<file path="src/assert_macros.svh">
// Assertion macros shared by the files that carry concurrent checks.
`ifndef ASSERT_MACROS_SVH
`define ASSERT_MACROS_SVH

// A property that must hold at every clock edge outside reset.
`define ASSERT_ALWAYS(label, prop, msg) \
    label: assert property (@(posedge clk) disable iff (!rst_n) (prop)) else $error(msg);

// An antecedent that forces a consequent in the next cycle.
`define ASSERT_NEXT(label, ante, cons, msg) \
    label: assert property (@(posedge clk) disable iff (!rst_n) \
        (ante) |=> (cons)) else $error(msg);

`endif

</file>
<file path="src/pgc_pkg.sv">
// Shared types, constants and helper functions of the pointer gesture classifier.
package pgc_pkg;

    // Widths of time stamps and coordinates.
    localparam int TIME_BITS  = 32;
    localparam int COORD_BITS = 16;
    localparam int SLOP_BITS  = 8;
    localparam int THR_BITS   = 16;

    // Result bundles: up to three results per event.
    localparam int MAX_RES     = 3;
    localparam int CNT_BITS    = $clog2(MAX_RES + 1);
    localparam int QUEUE_DEPTH = 2;

    // Event codes.
    localparam logic [1:0] ACT_TICK = 2'd0;
    localparam logic [1:0] ACT_MOVE = 2'd1;
    localparam logic [1:0] ACT_DOWN = 2'd2;
    localparam logic [1:0] ACT_UP   = 2'd3;

    // Gesture codes.
    localparam logic [2:0] G_MOVE    = 3'd0;
    localparam logic [2:0] G_PAUSE   = 3'd1;
    localparam logic [2:0] G_CLICK   = 3'd2;
    localparam logic [2:0] G_DOUBLE  = 3'd3;
    localparam logic [2:0] G_HOLD    = 3'd4;
    localparam logic [2:0] G_HCANCEL = 3'd5;
    localparam logic [2:0] G_HEND    = 3'd6;

    // Configuration register indexes.
    localparam logic [1:0] REG_HOLD_MS   = 2'd0;
    localparam logic [1:0] REG_PAUSE_MS  = 2'd1;
    localparam logic [1:0] REG_DOUBLE_MS = 2'd2;
    localparam logic [1:0] REG_SLOP_PX   = 2'd3;

    // Reset values of the thresholds.
    localparam logic [THR_BITS-1:0]  HOLD_MS_RST   = 16'd500;
    localparam logic [THR_BITS-1:0]  PAUSE_MS_RST  = 16'd300;
    localparam logic [THR_BITS-1:0]  DOUBLE_MS_RST = 16'd400;
    localparam logic [SLOP_BITS-1:0] SLOP_PX_RST   = 8'd4;

    typedef struct packed {
        logic [THR_BITS-1:0]  hold_ms;
        logic [THR_BITS-1:0]  pause_ms;
        logic [THR_BITS-1:0]  double_ms;
        logic [SLOP_BITS-1:0] slop_px;
    } cfg_t;

    typedef struct packed {
        logic [2:0]                   kind;
        logic [7:0]                   surface;
        logic signed [COORD_BITS-1:0] x;
        logic signed [COORD_BITS-1:0] y;
        logic [1:0]                   button;
    } res_t;

    typedef struct packed {
        logic [CNT_BITS-1:0]     cnt;
        res_t [MAX_RES-1:0]      res;
    } bundle_t;

    // Builds one result record.
    function automatic res_t mk_res(logic [2:0] kind, logic [7:0] surface,
                                    logic signed [COORD_BITS-1:0] x,
                                    logic signed [COORD_BITS-1:0] y,
                                    logic [1:0] button);
        res_t r;
        r.kind    = kind;
        r.surface = surface;
        r.x       = x;
        r.y       = y;
        r.button  = button;
        return r;
    endfunction

    // True when button b (1..3) is set in the down mask; button 0 is never down.
    function automatic logic is_down(logic [2:0] mask, logic [1:0] b);
        logic res;
        res = 1'b0;
        if (b != 2'd0)
        begin
            res = mask[b - 2'd1];
        end
        return res;
    endfunction

endpackage

</file>
<file path="src/pgc_front.sv">
// Front part: takes events, runs the deadline check and event rule, emits result bundles.
module pgc_front
    import pgc_pkg::*;
(
    input  logic                         clk,
    input  logic                         rst_n,
    input  logic                         in_valid,
    output logic                         in_stall,
    input  logic [1:0]                   action,
    input  logic [TIME_BITS-1:0]         time_ms,
    input  logic [3:0]                   button_number,
    input  logic                         has_position,
    input  logic [7:0]                   surface_id,
    input  logic signed [COORD_BITS-1:0] pos_x,
    input  logic signed [COORD_BITS-1:0] pos_y,
    input  cfg_t                         cfg,
    output logic                         push,
    output bundle_t                      push_bundle,
    input  logic                         q_full
);

    typedef enum logic [1:0] {PH_DIFF, PH_SQUARE, PH_DECIDE} phase_t;
    typedef enum logic [2:0] {M_IDLE, M_PRESSED, M_HOLDING, M_MOVING, M_AWAIT, M_POSTDBL}
        mode_t;

    // Control and gesture state.
    phase_t                       phase_reg;
    logic                         full_reg;
    mode_t                        mode_reg;
    logic [1:0]                   owner_reg;
    logic [2:0]                   mask_reg;
    logic [7:0]                   press_surf_reg;
    logic signed [COORD_BITS-1:0] press_x_reg;
    logic signed [COORD_BITS-1:0] press_y_reg;
    logic [TIME_BITS-1:0]         press_time_reg;
    logic [7:0]                   motion_surf_reg;
    logic signed [COORD_BITS-1:0] motion_x_reg;
    logic signed [COORD_BITS-1:0] motion_y_reg;
    logic [TIME_BITS-1:0]         motion_time_reg;

    // Held event.
    logic [1:0]                   act_reg;
    logic [TIME_BITS-1:0]         time_reg;
    logic [3:0]                   btn_reg;
    logic                         hp_reg;
    logic [7:0]                   surf_reg;
    logic signed [COORD_BITS-1:0] x_reg;
    logic signed [COORD_BITS-1:0] y_reg;

    // Arithmetic pipeline registers.
    logic                         hold_hit_reg;
    logic                         pause_hit_reg;
    logic                         dbl_in_reg;
    logic                         over_reg;
    logic [SLOP_BITS-1:0]         adx_lo_reg;
    logic [SLOP_BITS-1:0]         ady_lo_reg;
    logic                         over_b_reg;
    logic [2*SLOP_BITS-1:0]       sqx_reg;
    logic [2*SLOP_BITS-1:0]       sqy_reg;
    logic [2*SLOP_BITS-1:0]       slsq_reg;

    logic                         in_acc;
    logic                         item_done;

    // Next values of the gesture state.
    mode_t                        mode_next;
    logic [1:0]                   owner_next;
    logic [2:0]                   mask_next;
    logic [7:0]                   press_surf_next;
    logic signed [COORD_BITS-1:0] press_x_next;
    logic signed [COORD_BITS-1:0] press_y_next;
    logic [TIME_BITS-1:0]         press_time_next;
    logic [7:0]                   motion_surf_next;
    logic signed [COORD_BITS-1:0] motion_x_next;
    logic signed [COORD_BITS-1:0] motion_y_next;
    logic [TIME_BITS-1:0]         motion_time_next;
    logic [CNT_BITS-1:0]          n_next;
    res_t [MAX_RES-1:0]           res_next;

    // Stage one signals: elapsed times and absolute distances.
    logic [TIME_BITS-1:0]         el_press;
    logic [TIME_BITS-1:0]         el_motion;
    logic [COORD_BITS:0]          dx;
    logic [COORD_BITS:0]          dy;
    logic [COORD_BITS-1:0]        adx;
    logic [COORD_BITS-1:0]        ady;
    logic [COORD_BITS-1:0]        slop_w;
    logic                         far;

    // Handshake: the held event finishes when the decision fits in the queue.
    assign item_done = full_reg && (phase_reg == PH_DECIDE) && !q_full;
    assign in_stall  = full_reg && !item_done;
    assign in_acc    = in_valid && !in_stall;

    // Stage one arithmetic.
    always_comb
    begin
        el_press  = time_reg - press_time_reg;
        el_motion = time_reg - motion_time_reg;
        dx        = {x_reg[COORD_BITS-1], x_reg} - {press_x_reg[COORD_BITS-1], press_x_reg};
        dy        = {y_reg[COORD_BITS-1], y_reg} - {press_y_reg[COORD_BITS-1], press_y_reg};
        adx       = dx[COORD_BITS] ? COORD_BITS'(-dx) : dx[COORD_BITS-1:0];
        ady       = dy[COORD_BITS] ? COORD_BITS'(-dy) : dy[COORD_BITS-1:0];
        slop_w    = COORD_BITS'(cfg.slop_px);
    end

    // Event hold register and arithmetic pipeline; event and state stay fixed per item.
    always_ff @(posedge clk)
    begin
        if (in_acc)
        begin
            act_reg  <= action;
            time_reg <= time_ms;
            btn_reg  <= button_number;
            hp_reg   <= has_position;
            surf_reg <= surface_id;
            x_reg    <= pos_x;
            y_reg    <= pos_y;
        end
        hold_hit_reg  <= el_press >= TIME_BITS'(cfg.hold_ms);
        dbl_in_reg    <= el_press <= TIME_BITS'(cfg.double_ms);
        pause_hit_reg <= el_motion >= TIME_BITS'(cfg.pause_ms);
        over_reg      <= (surf_reg != press_surf_reg) || (adx > slop_w) || (ady > slop_w);
        adx_lo_reg    <= adx[SLOP_BITS-1:0];
        ady_lo_reg    <= ady[SLOP_BITS-1:0];
        over_b_reg    <= over_reg;
        sqx_reg       <= adx_lo_reg * adx_lo_reg;
        sqy_reg       <= ady_lo_reg * ady_lo_reg;
        slsq_reg      <= cfg.slop_px * cfg.slop_px;
    end

    // Slop test on the squared distance; a clipped axis or another surface is far.
    assign far = over_b_reg ||
                 (({1'b0, sqx_reg} + {1'b0, sqy_reg}) > {1'b0, slsq_reg});

    // Deadline check, then the event rule.
    always_comb
    begin
        logic [1:0] b;
        logic       b_ok;
        logic [2:0] bit_v;
        logic       owner_down;
        logic       was;

        mode_next        = mode_reg;
        owner_next       = owner_reg;
        mask_next        = mask_reg;
        press_surf_next  = press_surf_reg;
        press_x_next     = press_x_reg;
        press_y_next     = press_y_reg;
        press_time_next  = press_time_reg;
        motion_surf_next = motion_surf_reg;
        motion_x_next    = motion_x_reg;
        motion_y_next    = motion_y_reg;
        motion_time_next = motion_time_reg;
        n_next           = '0;
        res_next         = '0;

        b          = btn_reg[1:0];
        b_ok       = (btn_reg[3:2] == 2'd0) && (b != 2'd0);
        bit_v      = 3'(3'b001 << (b - 2'd1));
        owner_down = 1'b0;
        was        = 1'b0;

        // Deadline check.
        case (mode_reg)
            M_PRESSED:
            begin
                if (hold_hit_reg)
                begin
                    mode_next        = M_HOLDING;
                    res_next[n_next] = mk_res(G_HOLD, press_surf_reg, press_x_reg,
                                              press_y_reg, owner_reg);
                    n_next           = n_next + 1'b1;
                end
            end
            M_MOVING:
            begin
                if (pause_hit_reg)
                begin
                    mode_next        = M_IDLE;
                    res_next[n_next] = mk_res(G_PAUSE, motion_surf_reg, motion_x_reg,
                                              motion_y_reg, 2'd0);
                    n_next           = n_next + 1'b1;
                end
            end
            M_AWAIT:
            begin
                if (!dbl_in_reg)
                begin
                    mode_next        = M_IDLE;
                    res_next[n_next] = mk_res(G_CLICK, press_surf_reg, press_x_reg,
                                              press_y_reg, owner_reg);
                    n_next           = n_next + 1'b1;
                    if (!is_down(mask_reg, owner_reg))
                    begin
                        owner_next = 2'd0;
                    end
                end
            end
            default:
            begin
            end
        endcase

        // Move with a position.
        if (act_reg == ACT_MOVE && hp_reg)
        begin
            case (mode_next)
                M_PRESSED:
                begin
                    if (far)
                    begin
                        mode_next        = M_MOVING;
                        motion_surf_next = surf_reg;
                        motion_x_next    = x_reg;
                        motion_y_next    = y_reg;
                        motion_time_next = time_reg;
                        res_next[n_next] = mk_res(G_MOVE, surf_reg, x_reg, y_reg, 2'd0);
                        n_next           = n_next + 1'b1;
                    end
                end
                M_HOLDING:
                begin
                    if (far)
                    begin
                        res_next[n_next] = mk_res(G_HCANCEL, surf_reg, x_reg, y_reg,
                                                  owner_next);
                        n_next           = n_next + 1'b1;
                        mode_next        = M_MOVING;
                        motion_surf_next = surf_reg;
                        motion_x_next    = x_reg;
                        motion_y_next    = y_reg;
                        motion_time_next = time_reg;
                        res_next[n_next] = mk_res(G_MOVE, surf_reg, x_reg, y_reg, 2'd0);
                        n_next           = n_next + 1'b1;
                    end
                end
                M_AWAIT:
                begin
                    if (far)
                    begin
                        res_next[n_next] = mk_res(G_CLICK, press_surf_reg, press_x_reg,
                                                  press_y_reg, owner_next);
                        n_next           = n_next + 1'b1;
                        owner_next       = 2'd0;
                        mode_next        = M_MOVING;
                        motion_surf_next = surf_reg;
                        motion_x_next    = x_reg;
                        motion_y_next    = y_reg;
                        motion_time_next = time_reg;
                        res_next[n_next] = mk_res(G_MOVE, surf_reg, x_reg, y_reg, 2'd0);
                        n_next           = n_next + 1'b1;
                    end
                end
                M_POSTDBL:
                begin
                    if (!is_down(mask_reg, owner_next))
                    begin
                        owner_next = 2'd0;
                    end
                    mode_next        = M_MOVING;
                    motion_surf_next = surf_reg;
                    motion_x_next    = x_reg;
                    motion_y_next    = y_reg;
                    motion_time_next = time_reg;
                    res_next[n_next] = mk_res(G_MOVE, surf_reg, x_reg, y_reg, 2'd0);
                    n_next           = n_next + 1'b1;
                end
                default:
                begin
                    mode_next        = M_MOVING;
                    motion_surf_next = surf_reg;
                    motion_x_next    = x_reg;
                    motion_y_next    = y_reg;
                    motion_time_next = time_reg;
                    res_next[n_next] = mk_res(G_MOVE, surf_reg, x_reg, y_reg, 2'd0);
                    n_next           = n_next + 1'b1;
                end
            endcase
        end
        // Button down; a repeated down changes nothing.
        else if (act_reg == ACT_DOWN && b_ok)
        begin
            owner_down = is_down(mask_reg, owner_next);
            if ((mask_reg & bit_v) == 3'b000)
            begin
                mask_next = mask_reg | bit_v;
                if (mode_next == M_AWAIT)
                begin
                    if (b == owner_next && hp_reg)
                    begin
                        if (dbl_in_reg && !far)
                        begin
                            mode_next        = M_POSTDBL;
                            res_next[n_next] = mk_res(G_DOUBLE, surf_reg, x_reg, y_reg, b);
                            n_next           = n_next + 1'b1;
                        end
                        else
                        begin
                            res_next[n_next] = mk_res(G_CLICK, press_surf_reg, press_x_reg,
                                                      press_y_reg, owner_next);
                            n_next           = n_next + 1'b1;
                            mode_next        = M_PRESSED;
                            press_surf_next  = surf_reg;
                            press_x_next     = x_reg;
                            press_y_next     = y_reg;
                            press_time_next  = time_reg;
                            owner_next       = b;
                        end
                    end
                end
                else if (mode_next != M_PRESSED && mode_next != M_HOLDING)
                begin
                    if (!owner_down)
                    begin
                        owner_next = b;
                        if (hp_reg)
                        begin
                            mode_next       = M_PRESSED;
                            press_surf_next = surf_reg;
                            press_x_next    = x_reg;
                            press_y_next    = y_reg;
                            press_time_next = time_reg;
                        end
                    end
                end
            end
        end
        // Button up; only the owner's release changes the mode.
        else if (act_reg == ACT_UP && b_ok)
        begin
            was       = (mask_reg & bit_v) != 3'b000;
            mask_next = mask_reg & ~bit_v;
            if (was && b == owner_next)
            begin
                if (mode_next == M_PRESSED)
                begin
                    if (hp_reg && far)
                    begin
                        mode_next  = M_IDLE;
                        owner_next = 2'd0;
                    end
                    else
                    begin
                        mode_next = M_AWAIT;
                    end
                end
                else if (mode_next == M_HOLDING)
                begin
                    mode_next = M_IDLE;
                    if (hp_reg)
                    begin
                        res_next[n_next] = mk_res(G_HEND, surf_reg, x_reg, y_reg, owner_next);
                    end
                    else
                    begin
                        res_next[n_next] = mk_res(G_HEND, press_surf_reg, press_x_reg,
                                                  press_y_reg, owner_next);
                    end
                    n_next     = n_next + 1'b1;
                    owner_next = 2'd0;
                end
                else if (mode_next != M_AWAIT && mode_next != M_POSTDBL)
                begin
                    owner_next = 2'd0;
                end
            end
        end
    end

    // Results of a finished event go to the queue when there are any.
    assign push            = item_done && (n_next != '0);
    assign push_bundle.cnt = n_next;
    assign push_bundle.res = res_next;

    // Sequencer and gesture state.
    always_ff @(posedge clk or negedge rst_n)
    begin
        if (!rst_n)
        begin
            phase_reg       <= PH_DIFF;
            full_reg        <= 1'b0;
            mode_reg        <= M_IDLE;
            owner_reg       <= 2'd0;
            mask_reg        <= 3'b000;
            press_surf_reg  <= '0;
            press_x_reg     <= '0;
            press_y_reg     <= '0;
            press_time_reg  <= '0;
            motion_surf_reg <= '0;
            motion_x_reg    <= '0;
            motion_y_reg    <= '0;
            motion_time_reg <= '0;
        end
        else
        begin
            case (phase_reg)
                PH_DIFF:
                begin
                    if (full_reg)
                    begin
                        phase_reg <= PH_SQUARE;
                    end
                    else if (in_acc)
                    begin
                        full_reg <= 1'b1;
                    end
                end
                PH_SQUARE:
                begin
                    phase_reg <= PH_DECIDE;
                end
                PH_DECIDE:
                begin
                    if (item_done)
                    begin
                        phase_reg       <= PH_DIFF;
                        full_reg        <= in_acc;
                        mode_reg        <= mode_next;
                        owner_reg       <= owner_next;
                        mask_reg        <= mask_next;
                        press_surf_reg  <= press_surf_next;
                        press_x_reg     <= press_x_next;
                        press_y_reg     <= press_y_next;
                        press_time_reg  <= press_time_next;
                        motion_surf_reg <= motion_surf_next;
                        motion_x_reg    <= motion_x_next;
                        motion_y_reg    <= motion_y_next;
                        motion_time_reg <= motion_time_next;
                    end
                end
                default:
                begin
                    phase_reg <= PH_DIFF;
                end
            endcase
        end
    end

endmodule

</file>
<file path="src/pgc_queue.sv">
// Short queue of result bundles between the front and back parts.
module pgc_queue
    import pgc_pkg::*;
(
    input  logic    clk,
    input  logic    rst_n,
    input  logic    push,
    input  bundle_t push_bundle,
    output logic    full,
    output logic    q_valid,
    output bundle_t q_bundle,
    input  logic    pop
);

    localparam int AW = (QUEUE_DEPTH > 1) ? $clog2(QUEUE_DEPTH) : 1;
    localparam int CW = $clog2(QUEUE_DEPTH + 1);

    bundle_t         entry_reg [QUEUE_DEPTH];
    logic [AW-1:0]   wr_ptr_reg;
    logic [AW-1:0]   rd_ptr_reg;
    logic [CW-1:0]   count_reg;
    logic            do_push;
    logic            do_pop;

    assign full     = count_reg == CW'(QUEUE_DEPTH);
    assign q_valid  = count_reg != '0;
    assign q_bundle = entry_reg[rd_ptr_reg];
    assign do_push  = push && !full;
    assign do_pop   = pop && q_valid;

    // Storage.
    always_ff @(posedge clk)
    begin
        if (do_push)
        begin
            entry_reg[wr_ptr_reg] <= push_bundle;
        end
    end

    // Pointers and fill count.
    always_ff @(posedge clk or negedge rst_n)
    begin
        if (!rst_n)
        begin
            wr_ptr_reg <= '0;
            rd_ptr_reg <= '0;
            count_reg  <= '0;
        end
        else
        begin
            if (do_push)
            begin
                wr_ptr_reg <= (wr_ptr_reg == AW'(QUEUE_DEPTH - 1)) ? '0 : wr_ptr_reg + 1'b1;
            end
            if (do_pop)
            begin
                rd_ptr_reg <= (rd_ptr_reg == AW'(QUEUE_DEPTH - 1)) ? '0 : rd_ptr_reg + 1'b1;
            end
            if (do_push && !do_pop)
            begin
                count_reg <= count_reg + 1'b1;
            end
            else if (do_pop && !do_push)
            begin
                count_reg <= count_reg - 1'b1;
            end
        end
    end

endmodule

</file>
<file path="src/pgc_back.sv">
// Back part: drains one bundle at a time into single results through an output register.
module pgc_back
    import pgc_pkg::*;
(
    input  logic                         clk,
    input  logic                         rst_n,
    input  logic                         q_valid,
    input  bundle_t                      q_bundle,
    output logic                         q_pop,
    output logic                         out_valid,
    input  logic                         out_stall,
    output logic [2:0]                   gesture_kind,
    output logic [7:0]                   at_surface,
    output logic signed [COORD_BITS-1:0] at_x,
    output logic signed [COORD_BITS-1:0] at_y,
    output logic [1:0]                   gesture_button,
    output logic                         last_of_run
);

    bundle_t             cur_reg;
    logic [CNT_BITS-1:0] idx_reg;
    logic                busy_reg;
    logic                out_valid_reg;
    res_t                out_res_reg;
    logic                out_last_reg;

    logic                out_free;
    logic                send;
    logic                last_v;

    // One result leaves per cycle while the output register is free.
    assign out_free = !out_valid_reg || !out_stall;
    assign send     = busy_reg && out_free;
    assign last_v   = idx_reg == (cur_reg.cnt - CNT_BITS'(1));
    assign q_pop    = q_valid && (!busy_reg || (send && last_v));

    // Bundle being drained and output payload.
    always_ff @(posedge clk)
    begin
        if (q_pop)
        begin
            cur_reg <= q_bundle;
        end
        if (send)
        begin
            out_res_reg  <= cur_reg.res[idx_reg];
            out_last_reg <= last_v;
        end
    end

    // Drain control and output valid.
    always_ff @(posedge clk or negedge rst_n)
    begin
        if (!rst_n)
        begin
            idx_reg       <= '0;
            busy_reg      <= 1'b0;
            out_valid_reg <= 1'b0;
        end
        else
        begin
            if (send)
            begin
                out_valid_reg <= 1'b1;
            end
            else if (out_free)
            begin
                out_valid_reg <= 1'b0;
            end
            if (q_pop)
            begin
                busy_reg <= 1'b1;
                idx_reg  <= '0;
            end
            else if (send)
            begin
                idx_reg <= idx_reg + 1'b1;
                if (last_v)
                begin
                    busy_reg <= 1'b0;
                end
            end
        end
    end

    assign out_valid      = out_valid_reg;
    assign gesture_kind   = out_res_reg.kind;
    assign at_surface     = out_res_reg.surface;
    assign at_x           = out_res_reg.x;
    assign at_y           = out_res_reg.y;
    assign gesture_button = out_res_reg.button;
    assign last_of_run    = out_last_reg;

endmodule

</file>
<file path="src/pointer_gesture_classifier_top.sv">
// Top level of the pointer gesture classifier: configuration registers and the three parts.
`include "assert_macros.svh"

// Turns timestamped pointer events into move, pause, click, double click, hold,
// hold cancel and hold end gestures. In the front part each event passes through
// elapsed times and distances, squares of the distances, then the decision and
// state update; the next event is taken at the clock edge where the current one
// leaves, so the input stalls while an event is in the front part, and longer
// while the decision waits for room in the queue. An event's results, up to three,
// go as one bundle through a two-entry queue to the back part, which hands them
// out one per cycle while out_stall is low, with last_of_run set on the final one.
// The user must write the thresholds through the cfg_we/cfg_index/cfg_data port
// only while no event is in flight; the block itself does not enforce it.
module pointer_gesture_classifier_top
    import pgc_pkg::*;
(
    input  logic                         clk,
    input  logic                         rst_n,
    input  logic                         cfg_we,
    input  logic [1:0]                   cfg_index,
    input  logic [THR_BITS-1:0]          cfg_data,
    input  logic                         in_valid,
    output logic                         in_stall,
    input  logic [1:0]                   action,
    input  logic [TIME_BITS-1:0]         time_ms,
    input  logic [3:0]                   button_number,
    input  logic                         has_position,
    input  logic [7:0]                   surface_id,
    input  logic signed [COORD_BITS-1:0] pos_x,
    input  logic signed [COORD_BITS-1:0] pos_y,
    output logic                         out_valid,
    input  logic                         out_stall,
    output logic [2:0]                   gesture_kind,
    output logic [7:0]                   at_surface,
    output logic signed [COORD_BITS-1:0] at_x,
    output logic signed [COORD_BITS-1:0] at_y,
    output logic [1:0]                   gesture_button,
    output logic                         last_of_run
);

    cfg_t    cfg_reg;
    logic    q_push;
    bundle_t q_push_bundle;
    logic    q_full;
    logic    q_valid;
    bundle_t q_bundle;
    logic    q_pop;

    // Threshold registers.
    always_ff @(posedge clk or negedge rst_n)
    begin
        if (!rst_n)
        begin
            cfg_reg.hold_ms   <= HOLD_MS_RST;
            cfg_reg.pause_ms  <= PAUSE_MS_RST;
            cfg_reg.double_ms <= DOUBLE_MS_RST;
            cfg_reg.slop_px   <= SLOP_PX_RST;
        end
        else if (cfg_we)
        begin
            case (cfg_index)
                REG_HOLD_MS:   cfg_reg.hold_ms   <= cfg_data;
                REG_PAUSE_MS:  cfg_reg.pause_ms  <= cfg_data;
                REG_DOUBLE_MS: cfg_reg.double_ms <= cfg_data;
                REG_SLOP_PX:   cfg_reg.slop_px   <= cfg_data[SLOP_BITS-1:0];
                default:
                begin
                end
            endcase
        end
    end

    pgc_front u_front (
        .clk           (clk),
        .rst_n         (rst_n),
        .in_valid      (in_valid),
        .in_stall      (in_stall),
        .action        (action),
        .time_ms       (time_ms),
        .button_number (button_number),
        .has_position  (has_position),
        .surface_id    (surface_id),
        .pos_x         (pos_x),
        .pos_y         (pos_y),
        .cfg           (cfg_reg),
        .push          (q_push),
        .push_bundle   (q_push_bundle),
        .q_full        (q_full)
    );

    pgc_queue u_queue (
        .clk         (clk),
        .rst_n       (rst_n),
        .push        (q_push),
        .push_bundle (q_push_bundle),
        .full        (q_full),
        .q_valid     (q_valid),
        .q_bundle    (q_bundle),
        .pop         (q_pop)
    );

    pgc_back u_back (
        .clk            (clk),
        .rst_n          (rst_n),
        .q_valid        (q_valid),
        .q_bundle       (q_bundle),
        .q_pop          (q_pop),
        .out_valid      (out_valid),
        .out_stall      (out_stall),
        .gesture_kind   (gesture_kind),
        .at_surface     (at_surface),
        .at_x           (at_x),
        .at_y           (at_y),
        .gesture_button (gesture_button),
        .last_of_run    (last_of_run)
    );

    // The front never pushes into a full queue and never pushes an empty bundle.
    `ASSERT_ALWAYS(a_no_overflow, !(q_push && q_full), "bundle pushed into a full queue")
    `ASSERT_ALWAYS(a_no_empty_bundle, !q_push || (q_push_bundle.cnt != '0), "empty bundle pushed")
    // A result that is not the last of its run is followed by another one.
    `ASSERT_NEXT(a_run_continues, out_valid && !last_of_run, out_valid, "result run broken off")

endmodule

</file>
<file path="config.mk">
export PLATFORM = sky130hd
export DESIGN_NAME = pointer_gesture_classifier_top
export DESIGN_NICKNAME = d
export VERILOG_FILES = /design/src/pgc_pkg.sv /design/src/pgc_front.sv /design/src/pgc_queue.sv /design/src/pgc_back.sv /design/src/pointer_gesture_classifier_top.sv
export VERILOG_INCLUDE_DIRS = /design/src /design/src/src
export SDC_FILE = /design/constraint.sdc
export NUM_CORES = 2
export LEC_CHECK = 0
export ABC_AREA = 0
export BUFFER_PORTS_ARGS = -buffer_cell sky130_fd_sc_hd__clkbuf_2
export CAP_MARGIN = 5
export CORE_MARGIN = 8
export CORE_UTILIZATION = 57
export CTS_CLUSTER_DIAMETER = 100
export DETAILED_ROUTE_END_ITERATION = 8
export HOLD_SLACK_MARGIN = 0.12
export PLACE_DENSITY = 0.77
export SYNTH_ARGS = -nofsm -noshare
export SYNTH_HDL_FRONTEND = slang
export SYNTH_HIERARCHICAL = 1
export SYNTH_SLANG_ARGS = --single-unit
</file>
<file path="constraint.sdc">
create_clock -name clk -period 10.32 [get_ports clk]
set_clock_uncertainty 0.2 [all_clocks]
set_input_delay 0.516 -clock clk [delete_from_list [all_inputs] [get_ports clk]]
set_output_delay 0.516 -clock clk [all_outputs]
set_load 0.005 [all_outputs]
</file>
==> impl_metrics.py <==
metrics = {
    "grt": {
        "grt_pass1_vias": 32900,
        "gr-total-overflow": 0,
        "antenna_found_initial": 7,
        "grt_pass1_wl_um": 179000,
        "grtUsageTotal": 0.245,
        "grt_max_degree": 129,
    },
    "timing": {
        "worstMarginPinSlew_ns": 1.26,
        "worst_slack_ns": 3.28,
        "fmax_ghz": 0.142,
        "fin_setup_tns_ns": 0,
        "period_needed_ns": 7.04,
        "setup_viol": 0,
        "rsz0062_at_grt": "no",
        "slew_headroom": 0.155,
        "hold_viol": 0,
        "maxSlewViolCount": 0,
        "min_period_over_period": 0.682,
    },
    "finish": {
        "area_growth_pct": 11.7,
        "drive_gt1_frac": 0.152,
        "fin_nets": 4780,
        "post-route-util": 0.643,
        "largest_reg_flops": 274,
    },
    "clock_network": {
        "clkTransAtPathRegs_ns": 0.06,
        "htreeDepth": 3,
        "cts_setup_buffers": 0,
        "clock_latency_ns": 0.67,
        "cts_tree": "done",
        "clk_path_buf_depth": 3,
        "cts_resized": 0,
        "cts-buffers-inserted": 86,
        "holdBufCountCts": 98,
        "cts.sinks": 821,
        "cts-root-buf": "clkbuf_16",
    },
    "synth": {
        "ys_top_cells_by_count": "edfxtp_1, inv_1, nand2_1, ha_1, o21ai_0",
        "synthArstFlopShare": 0.267,
        "ys_top_cells_by_area": "edfxtp_1, dfrtp_1, ha_1",
        "yosys_warnings": 6,
        "syn_avg_cell_area_um2": 11.2,
        "ys.flop_type": "edfxtp_1",
        "netlist_instances": 4132,
        "synth_area_um2": 46500,
        "yosysTopAreaCell": "edfxtp_1",
        "ys_types": 107,
        "synth_seq_area_share": 0.493,
        "synth_edf_count": 536,
        "yosys_register_bits": 821,
        "synth_top_area_share": 0.346,
        "yosys.cell_count.top_type": "edfxtp_1",
    },
    "die": {
        "pin_count": 150,
        "initial_utilization": 0.576,
        "rows": 104,
        "die_h_um": 301,
        "die-area_um2": 90900,
        "die_w_um": 301,
        "core_area_um2": 80700,
    },
    "place": {
        "placement.io_buffers": 149,
        "place_hpwl_um": 75600,
        "dp_worst_setup_slack_ns": 3.34,
        "finalWeightedCongestion": 0.904,
    },
    "pwr": {
        "p_leak_uw": 0.0212,
        "power_uw": 18400,
        "powerDensity_nw_per_um2": 354,
        "peakVddDrop_mv": 0.503,
    },
    "detailed_routing": {
        "drc_errors": 0,
        "viasPerCell": 6.05,
        "dr_total_vias": 32900,
        "wl_per_cell_um": 20.8,
        "drtAntennaViolNets": 0,
        "drt_iter0_drc": 3161,
        "firstDrtPassIters": 7,
        "routed_wl_um": 113000,
    },
    "worst_setup_path": {
        "critPathBufInv": 3,
        "required_ns": 10.39,
        "cp-end-kind": "register",
        "critPathSlowestCell": "and3_4",
        "cp_slowest_stage_delay_ns": 0.83,
        "worstSetupPathType": "register to register",
        "crit_fanout": 63,
        "cp.arrival_ns": 7.11,
        "cp_top_family": "simple AND/OR/NAND/NOR gates",
        "cp-start-kind": "register",
    },
    "status": {
        "status": "completed",
    },
    "flow_run": {
        "max_cap_viol_count": 0,
    },
    "hold_path": {
        "hold_path_class": "register to register",
    },
}
## cell families after synthesis
| group | share of synthesized area |
|---|---|
| XOR/XNOR | 0.0295 |
| other | 0.0000807 |
| flip-flops | 0.493 |
| AO/OA/AOI/OAI | 0.142 |
| multiplexers | 0.0808 |
| buffers and inverters | 0.0483 |
| AND/OR/NAND/NOR | 0.0950 |
| adder cells (fa/ha/maj) | 0.111 |
## worst register-to-register path, cell delays in order (launching register included)
cell	delay, ns
dfxtp_1	0.30
ha_1	0.31
a21o_1	0.19
a21oi_1	0.25
o211a_1	0.24
o31ai_2	0.10
and3_1	0.22
o21a_1	0.19
nor2_1	0.16
inv_1	0.06
a21oi_1	0.17
xnor2_1	0.09
ha_1	0.30
and4b_1	0.20
nand3_1	0.08
nor4_1	0.34
nor3_1	0.08
a211oi_1	0.30
o21ai_2	0.09
buf_4	0.25
ha_1	0.35
o311ai_0	0.13
a31oi_1	0.26
nor2_1	0.08
nor2_1	0.12
and3_4	0.83
buf_4	0.73
## area by class of cell
cell class              count  area [um^2]
repair buffers            285         2030
fillers                  6071        28800
multi-input cells        2781        21400
clock inverters            45          489
flip-flops and latches    821        22900
clock buffers             116         2410
well taps                1060         1330
inverters                 340         1280
diodes                      2         5.00
## per-layer routing
metal  up-vias  GRT usage  wire length (um)
met2      1343      0.398             52300
met3       286     0.0445              9160
met1     16000      0.326             47500
li1      15300          -                 -
met5         -          0                56
met4         6      0.101              4320
## power by group
part / leakage, uW / switching [uW] / internal, uW / total, uW
clock network: 0.00141 / 1310 / 1810 / 3120
registers: 0.00837 / 659 / 4670 / 5330
logic: 0.0114 / 5660 / 4270 / 9930
total: 0.0212 / 7620 / 10700 / 18400
## placed cells by master (no fill, tap or decap), types with 16 or more instances in the layout
master | Yosys | final
a211oi_1 | 25 | 25
a21o_1 | 74 | 74
a21oi_1 | 214 | 214
a221oi_1 | 18 | 18
a22o_1 | 47 | 47
a22oi_1 | 65 | 65
a31oi_1 | 20 | 19
and2_1 | 78 | 78
and3_1 | 23 | 21
buf_4 | 19 | 37
clkbuf_1 | 114 | 18
clkbuf_16 | 0 | 88
clkbuf_2 | 0 | 148
clkinv_2 | 0 | 16
dfrtp_1 | 205 | 203
dfxtp_1 | 66 | 66
dlygate4sd3_1 | 0 | 98
edfxtp_1 | 536 | 536
fa_1 | 79 | 79
ha_1 | 284 | 284
inv_1 | 339 | 337
mux2_2 | 264 | 264
mux2i_1 | 77 | 77
nand2_1 | 329 | 329
nand2b_1 | 31 | 31
nand3_1 | 51 | 51
nand4_1 | 25 | 25
nor2_1 | 226 | 219
nor2b_1 | 43 | 41
nor3_1 | 53 | 51
o211a_1 | 16 | 16
o211ai_1 | 18 | 18
o21a_1 | 32 | 32
o21ai_0 | 275 | 274
o21bai_1 | 16 | 16
o221ai_1 | 17 | 17
xnor2_1 | 97 | 97
xor2_1 | 52 | 52
## path summary, 6_finish.rpt
path | startpoint | slack [ns] | end | depth (start not counted)
max | u_front/sqx_reg[3]$_DFF_P_ | 3.28 | u_queue/entry_reg[1][9]$_DFFE_PP_ | 26
min | u_front/over_reg$_DFF_P_ | 0.14 | u_front/over_b_reg$_DFF_P_ | 0
max reg2reg | u_front/sqx_reg[3]$_DFF_P_ | 3.28 | u_queue/entry_reg[1][9]$_DFFE_PP_ | 26
min reg2reg | u_front/over_reg$_DFF_P_ | 0.14 | u_front/over_b_reg$_DFF_P_ | 0
max in group asynchronous | rst_n | 8.22 | u_front/motion_time_reg[1]$_DFFE_PN0P_ | 3
min in group asynchronous | rst_n | 0.23 | u_front/press_time_reg[18]$_DFFE_PN0P_ | 2
## through the flow
step                hold WS, ns  cells  instance area [um^2]
floorplan                0.0204   4136                 46500
global route              0.154   5448                 51900
CTS                       0.142   5448                 51900
finish                    0.144   5450                 51900
global placement          0.120   5189                 48000
detailed placement        0.116   5189                 48000
No activity file was read; power rests on OpenSTA's default activity.
